### src/rtalu_pkg.sv
// Shared types for the R-type ALU with register file: command codes and the
// packed transfer types of the instruction and result channels.
// No dependencies.
package rtalu_pkg;

  typedef enum logic [3:0] {
    CmdAdd  = 4'd0,
    CmdSub  = 4'd1,
    CmdAnd  = 4'd2,
    CmdOr   = 4'd3,
    CmdXor  = 4'd4,
    CmdNor  = 4'd5,
    CmdNand = 4'd6,
    CmdSlt  = 4'd7,
    CmdSll  = 4'd8,
    CmdSrl  = 4'd9,
    CmdSra  = 4'd10,
    CmdJr   = 4'd11,
    CmdLoad = 4'd12
  } cmd_e;

  localparam int unsigned WordWidth = 32;
  localparam int unsigned IdxWidth  = 5;

  typedef struct packed {
    logic [3:0]           command;
    logic [IdxWidth-1:0]  source_index;
    logic [IdxWidth-1:0]  second_index;
    logic [IdxWidth-1:0]  dest_index;
    logic [IdxWidth-1:0]  shift_amount;
    logic [WordWidth-1:0] load_value;
  } in_item_t;

  typedef struct packed {
    logic [WordWidth-1:0] written_value;
    logic                 jump_taken;
    logic [WordWidth-1:0] jump_target;
  } out_item_t;

endpackage

### src/rtalu_ram.sv
// Generic single-write, single-read synchronous RAM with a registered read.
// No dependencies; contents are undefined until written.
module rtalu_ram #(
  parameter int Width = 32,
  parameter int Depth = 32,
  localparam int AddrWidth = (Depth > 1) ? $clog2(Depth) : 1
) (
  input  logic                 clk_i,
  input  logic                 we_i,
  input  logic [AddrWidth-1:0] waddr_i,
  input  logic [Width-1:0]     wdata_i,
  input  logic                 re_i,
  input  logic [AddrWidth-1:0] raddr_i,
  output logic [Width-1:0]     rdata_o
);

  logic [Width-1:0] mem_q [Depth];
  logic [Width-1:0] rdata_q;

  always_ff @(posedge clk_i) begin
    if (we_i) begin
      mem_q[waddr_i] <= wdata_i;
    end
    if (re_i) begin
      rdata_q <= mem_q[raddr_i];
    end
  end

  assign rdata_o = rdata_q;

endmodule

### src/r_type_alu_with_register_file.sv
// Top level of the R-type ALU: register file in two mirrored RAMs, the
// execute stage and the result register. Uses rtalu_pkg and rtalu_ram.
//
//   Channel   Direction  Handshake               Transfer type
//   in        input      in_valid_i / in_stall_o  in_item_t (one instruction)
//   out       output     out_valid_o/out_stall_i  out_item_t (one result)
//
// An instruction transfer starts the register reads of rs and rt in the two
// RAM copies. While the instruction sits in the execute stage the read data,
// forwarded from the write done at the edge of the read where needed, feed the
// ALU, and the result is written back and loaded into the output register.
// The instruction passes the execute register and then the output register, and
// one instruction per cycle is sustained while the output is not stalled.
// Reset clears the per-register valid bits, so every register reads as zero
// after reset without a clearing pass. A stall on the output holds the
// execute stage, which in turn stalls the input.
module r_type_alu_with_register_file
  import rtalu_pkg::*;
#(
  parameter int NUM_REGS = 32
) (
  input  logic      clk_i,
  input  logic      rst_ni,
  input  logic      in_valid_i,
  output logic      in_stall_o,
  input  in_item_t  in_data_i,
  output logic      out_valid_o,
  input  logic      out_stall_i,
  output out_item_t out_data_o
);

  localparam int AW = (NUM_REGS > 1) ? $clog2(NUM_REGS) : 1;

  // Handshake and stage control.
  logic      in_accept;
  logic      s1_adv;
  logic      s1_valid_q;
  in_item_t  s1_item_q;
  logic      out_valid_q;
  out_item_t out_q;

  // Register file: two RAM copies give two read ports; a valid bit per
  // register stands for the all-zero reset contents.
  logic [NUM_REGS-1:0]  valid_q;
  logic [WordWidth-1:0] ram_a;
  logic [WordWidth-1:0] ram_b;

  // The last write, kept to forward into the read that was taken at the same
  // edge (the RAM returns the old word in that case).
  logic                 wr_en_q;
  logic [AW-1:0]        wr_addr_q;
  logic [WordWidth-1:0] wr_data_q;

  logic                 wr_en_d;
  logic [AW-1:0]        wr_addr_d;

  logic [AW-1:0]        rs_addr;
  logic [AW-1:0]        rt_addr;
  logic                 rs_ok;
  logic                 rt_ok;
  logic                 rd_ok;
  logic                 fwd_a;
  logic                 fwd_b;
  logic [WordWidth-1:0] op_a;
  logic [WordWidth-1:0] op_b;
  logic [WordWidth-1:0] res;
  logic                 writes;
  logic                 jump;
  cmd_e                 cmd;
  out_item_t            result;

  // The execute stage moves on whenever the output register is free or
  // being emptied in this cycle.
  assign s1_adv     = s1_valid_q && (!out_valid_q || !out_stall_i);
  assign in_stall_o = s1_valid_q && !s1_adv;
  assign in_accept  = in_valid_i && !in_stall_o;

  rtalu_ram #(
    .Width (WordWidth),
    .Depth (NUM_REGS)
  ) u_ram_a (
    .clk_i   (clk_i),
    .we_i    (wr_en_d),
    .waddr_i (wr_addr_d),
    .wdata_i (res),
    .re_i    (in_accept),
    .raddr_i (AW'(in_data_i.source_index)),
    .rdata_o (ram_a)
  );

  rtalu_ram #(
    .Width (WordWidth),
    .Depth (NUM_REGS)
  ) u_ram_b (
    .clk_i   (clk_i),
    .we_i    (wr_en_d),
    .waddr_i (wr_addr_d),
    .wdata_i (res),
    .re_i    (in_accept),
    .raddr_i (AW'(in_data_i.second_index)),
    .rdata_o (ram_b)
  );

  // Register numbers at or beyond the file size read as zero and are never
  // written.
  assign rs_addr = AW'(s1_item_q.source_index);
  assign rt_addr = AW'(s1_item_q.second_index);
  assign rs_ok   = int'(s1_item_q.source_index) < NUM_REGS;
  assign rt_ok   = int'(s1_item_q.second_index) < NUM_REGS;
  assign rd_ok   = int'(s1_item_q.dest_index) < NUM_REGS;

  assign fwd_a = rs_ok && wr_en_q && (wr_addr_q == rs_addr);
  assign fwd_b = rt_ok && wr_en_q && (wr_addr_q == rt_addr);

  always_comb begin
    op_a = '0;
    op_b = '0;
    if (fwd_a) begin
      op_a = wr_data_q;
    end else if (rs_ok && valid_q[rs_addr]) begin
      op_a = ram_a;
    end
    if (fwd_b) begin
      op_b = wr_data_q;
    end else if (rt_ok && valid_q[rt_addr]) begin
      op_b = ram_b;
    end
  end

  assign cmd = cmd_e'(s1_item_q.command);

  always_comb begin
    res    = '0;
    writes = 1'b1;
    jump   = 1'b0;
    case (cmd)
      CmdAdd:  res = op_a + op_b;
      CmdSub:  res = op_a - op_b;
      CmdAnd:  res = op_a & op_b;
      CmdOr:   res = op_a | op_b;
      CmdXor:  res = op_a ^ op_b;
      CmdNor:  res = ~(op_a | op_b);
      CmdNand: res = ~(op_a & op_b);
      CmdSlt:  res = {{(WordWidth-1){1'b0}}, ($signed(op_a) < $signed(op_b))};
      CmdSll:  res = op_b << s1_item_q.shift_amount;
      CmdSrl:  res = op_b >> s1_item_q.shift_amount;
      CmdSra:  res = $unsigned($signed(op_b) >>> s1_item_q.shift_amount);
      CmdJr: begin
        writes = 1'b0;
        jump   = 1'b1;
      end
      CmdLoad: res = s1_item_q.load_value;
      default: writes = 1'b0;
    endcase
  end

  assign wr_en_d   = s1_adv && writes && rd_ok;
  assign wr_addr_d = AW'(s1_item_q.dest_index);

  always_comb begin
    result.written_value = res;
    result.jump_taken    = jump;
    result.jump_target   = jump ? op_a : '0;
  end

  always_ff @(posedge clk_i or negedge rst_ni) begin
    if (!rst_ni) begin
      s1_valid_q  <= 1'b0;
      out_valid_q <= 1'b0;
      wr_en_q     <= 1'b0;
      valid_q     <= '0;
    end else begin
      if (in_accept) begin
        s1_valid_q <= 1'b1;
      end else if (s1_adv) begin
        s1_valid_q <= 1'b0;
      end
      if (s1_adv) begin
        out_valid_q <= 1'b1;
      end else if (!out_stall_i) begin
        out_valid_q <= 1'b0;
      end
      if (s1_adv) begin
        wr_en_q <= wr_en_d;
      end
      if (wr_en_d) begin
        valid_q[wr_addr_d] <= 1'b1;
      end
    end
  end

  // Payload registers carry no reset.
  always_ff @(posedge clk_i) begin
    if (in_accept) begin
      s1_item_q <= in_data_i;
    end
    if (s1_adv) begin
      out_q     <= result;
      wr_addr_q <= wr_addr_d;
      wr_data_q <= res;
    end
  end

  assign out_valid_o = out_valid_q;
  assign out_data_o  = out_q;

`ifndef SYNTHESIS
  // The input is held back only by an instruction waiting in execute.
  a_stall_needs_item: assert property (@(posedge clk_i) disable iff (!rst_ni)
    in_stall_o |-> s1_valid_q)
    else $error("input stalled with an empty execute stage");

  // A register write leaves that register marked as written.
  a_write_marks_valid: assert property (@(posedge clk_i) disable iff (!rst_ni)
    wr_en_d |=> (wr_en_q && valid_q[wr_addr_q]))
    else $error("written register not marked valid");

  // A new result appears only when execute hands one over.
  a_result_from_execute: assert property (@(posedge clk_i) disable iff (!rst_ni)
    $rose(out_valid_q) |-> $past(s1_adv))
    else $error("result appeared without an execute handover");

  // A jump result never reports a written word.
  a_jump_no_write: assert property (@(posedge clk_i) disable iff (!rst_ni)
    (out_valid_o && out_data_o.jump_taken) |-> (out_data_o.written_value == '0))
    else $error("jump result carries a written value");

  // Forwarding only ever hits a register that holds a written value.
  a_forward_valid: assert property (@(posedge clk_i) disable iff (!rst_ni)
    (s1_valid_q && fwd_a) |-> valid_q[rs_addr])
    else $error("forwarded from a register never written");
`endif

endmodule

### config.mk
export PLATFORM = sky130hd
export DESIGN_NAME = r_type_alu_with_register_file
export DESIGN_NICKNAME = d
export VERILOG_FILES = /design/src/rtalu_pkg.sv /design/src/rtalu_ram.sv /design/src/r_type_alu_with_register_file.sv
export SDC_FILE = /design/constraint.sdc
export NUM_CORES = 2
export LEC_CHECK = 0
export ABC_AREA = 0
export BUFFER_PORTS_ARGS = -buffer_cell sky130_fd_sc_hd__buf_2
export CAP_MARGIN = 20
export CORE_UTILIZATION = 55
export DETAILED_ROUTE_END_ITERATION = 7
export PLACE_DENSITY = 0.77
export SLEW_MARGIN = 20
export SYNTH_ARGS = -nofsm -noshare
export SYNTH_HDL_FRONTEND = slang
export SYNTH_SLANG_ARGS = --single-unit
### constraint.sdc
create_clock -name clk_i -period 8.6 [get_ports clk_i]
set_input_delay 2.58 -clock clk_i [delete_from_list [all_inputs] [get_ports clk_i]]
set_output_delay 2.58 -clock clk_i [all_outputs]
set_load 0.005 [all_outputs]
==> run metrics <==
outcome=finished, final reports clean; dpl cell area=68200 um^2; H-tree depth=4; minimum clock period=7.22 ns; Buffers on Ports=about 130; Layout Nets=about 4200; Final GP Congestion=1.12; grt ovf=0; Vias=44200; root buffer cell=clkbuf_16; DRT Pass-1 Iters=8; Initial Utilization=0.558; Ports=between 100 and 150; post-synth cell types=87; power consumption=17300 uW; die height=346 um; Synth-to-Final Area Change=11.1%; Syn Nets=roughly 4100; reg-to-reg startpoint=rt_addr[1]; Vias/cell=7.81; slowest stage cell, crit path=or3_1; TritonCTS clock tree=built; final hold vios=0; Die Area=120000 um^2; Async S/R FF share, synth=0.0280; Worst Min Path Start=valid_q[25]; Clk Latency, worst-skew pair=between 0.7 and 0.8 ns; DP HPWL=143 mm; EDFF count, synth=1214; largest net degree at the start of global routing=95; initial antenna violation count=11; Slew headroom=0.199; final period utilization=0.840; CP Class=reg2reg; hold_buf cts=0; Worst setup SP type=register; number of gates resized after CTS=0; Post-Syn Instances=3925; Critical Path Source=rt_addr[1]; Sw Pwr=5310 uW; Worst setup EP type=register; Max VDD drop=193 uV; Yosys reg bits=~1200; core area=approximately 120000 um^2; die span in x=approximately 350 um; Slew @ Worst Pin=approximately 1.2 ns; FMAX=between 100 and 150 MHz; synth top area cells=edfxtp_1, mux4_2, ha_1, mux2_2, dfrtp_1; Layout Skew=0.0338 ns; utilization after layout=0.620; Post-synth top flop=edfxtp_1; Max Cap Violations=0; Rows=roughly 130; setup TNS=0 ns; sequential fraction of the synthesis area=0.573; GR Util All Layers=0.398; Crit Path Max Fanout=33; crit path cell chain=mux2_2, mux4_2, o22ai_1, nor3_2, a22o_1, ha_1, fa_1, a211o_1, a2111oi_0, nor3_1, a31o_2, nor3_1, o21ba_2, o21ai_0, o221a_2, o22ai_1, or3_1; post-route cell area=72400 um^2; Iter 0 DRT Violations=between 7000 and 8000; Internal Power=between 10000 and 15000 uW; DRC=0; sequential share of power=0.449; vias in the first global route=43900; routed len/inst=41.9 um; Switching Fraction=0.307; Antenna Violating Nets Remaining=0; largest area contributor in the netlist=edfxtp_1; clock-pin slew on the worst setup and hold paths=approximately 0.060 ns; Worst Path Buf+Inv=0; cell count after placement=5426; CTS Buf Count=131; crit-path max cell delay=0.93 ns; PwrDens=between 200 and 250 nW/um^2; Pins Over Slew Limit=0; flop-to-flop setup slack=1.38 ns; mean area per synthesized cell=roughly 17 um^2; Data required, critical path=8.98 ns; Synth Warn #=0; Post-Syn Area=~65000 um^2; total clock sinks=around 1200; setup violators final=0; Bufs on Longest Clock Path=3; Pleak=around 0.024 uW; Clock power frac=0.324; kind of cell adding the most delay to the critical path=compound AO/OA/AOI/OAI gates; Routed WL=237 mm; Data arrival, critical path=between 7 and 8 ns; first-pass GRT wire length=334 mm; Synth top area share=0.560; type of the tightest min-delay check=reg2reg; Final Non-Filler Cells=5661; fraction of layout cells with a size suffix above 1=0.329; setup bufs post-CTS=0; RSZ-0062 raised after global routing=no; power share of the combinational group=0.226
==> final cells by class <==
type,count,area (um^2)
well taps,1524,1910
multi-input cells,2277,26600
flip-flops and latches,1249,37300
inverters,98,369
repair buffers,278,1950
diodes,6,15.0
clock inverters,61,646
clock buffers,168,3530
fillers,7976,44400
==> power by group through the flow <==
stage               registers (uW)  logic (uW)  clock network [uW]
finish                        7770        3920                5610
global route                  7760        4060                5850
CTS                           7750        3770                5650
detailed placement            7870        3740                   0
global placement              7860        3690                   0
floorplan                     7780        2290                   0
==> registers in the layout (all words and copies together), names as in the netlist, 32 cells and up <==
name,cells
u_ram_b.mem_q,992
s1_item_q,37
out_data_o,33
u_ram_a.mem_q,32
u_ram_a.rdata_o,32
u_ram_b.rdata_o,32
valid_q,32
wr_data_q,32
==> final timing paths <==
check                                        endpoint  cells after the start
worst max-delay path            u_ram_b.mem_q[21][20]                     17
worst min-delay path                      valid_q[25]                      1
worst min register to register            valid_q[25]                      1
max in group asynchronous                  valid_q[9]                      1
worst max register to register  u_ram_b.mem_q[21][20]                     17
min in group asynchronous                  valid_q[8]                      1
==> synthesized netlist by cell type, drive strengths merged, types with 19 or more instances <==
library cell	instances
ha	102
o211ai	30
and3	34
inv	94
mux2	102
or2	37
mux2i	64
buf	83
o21ai	114
nor2	209
a21o	31
nand2b	20
dfrtp	35
edfxtp	1214
nand2	167
nand3	47
o221ai	20
a21oi	133
a221oi	41
a211oi	23
xnor2	19
nor3	43
clkbuf	218
o22ai	34
mux4	674
a22oi	70
==> kinds of logic (layout without fill, tap and decap cells) <==
| family | after synthesis | after routing | share of synthesized area |
|---|---|---|---|
| flops | 1249 | 1249 | 0.573 |
| mux | 840 | 840 | 0.260 |
| compound gates | 682 | 682 | 0.0748 |
| simple gates | 624 | 624 | 0.0442 |
| buf+inv | 399 | 605 | 0.0237 |
| fa+ha+maj | 105 | 105 | 0.0204 |
| xor+xnor | 26 | 26 | 0.00350 |
| other cells | 0 | 6 | 0 |
==> worst reg2reg max path, cell delays in order (launching register included) <==
cell and delay [ns]:
edfxtp_1 0.83, mux2_2 0.41, mux4_2 0.49, o22ai_1 0.48, nor3_2 0.24, a22o_1 0.35, ha_1 0.30, fa_1 0.53
a211o_1 0.32, a2111oi_0 0.42, nor3_1 0.18, a31o_2 0.36, nor3_1 0.16, o21ba_2 0.17, o21ai_0 0.12, o221a_2 0.27
o22ai_1 0.28, or3_1 0.93
==> metrics by stage <==
stage | hold WS [ns] | setup slack (ns)
finish | 0.492 | 1.38
CTS | 0.487 | 1.59
global placement | 0.472 | 1.82
detailed placement | 0.474 | 1.67
global route | 0.500 | 1.23
floorplan | 0.442 | 2.27
==> placed cells by master (no fill, tap or decap), drive strengths merged, types with 10 or more instances in the layout <==
cell     instances
o31ai           13
o21bai          15
a221o           12
nor3            43
clkinv          48
a21oi          133
nand4           16
nand3           47
buf            278
nand2b          20
mux2i           64
mux2           102
a22oi           70
o2111ai         10
nor2           209
a21o            31
o211ai          30
xnor2           19
a22o            12
a31oi           17
inv             98
a211oi          23
o22ai           34
edfxtp        1214
ha             102
o21a            10
a221oi          41
mux4           674
or3             12
a41oi           13
dfrtp           35
o21ai          114
nor2b           13
o221ai          20
or2             37
nand2          167
clkbuf         168
and3            34
==> per-layer routing <==
layer	routed length [um]	share of wire	global-route usage	vias to the layer above
met5	31	0.00013	0	-
met2	109000	0.46	0.611	4005
met1	80200	0.34	0.512	22600
li1	-	-	-	16700
met4	17300	0.073	0.237	6
met3	30700	0.13	0.107	931
(Power assumes the default switching activity.)
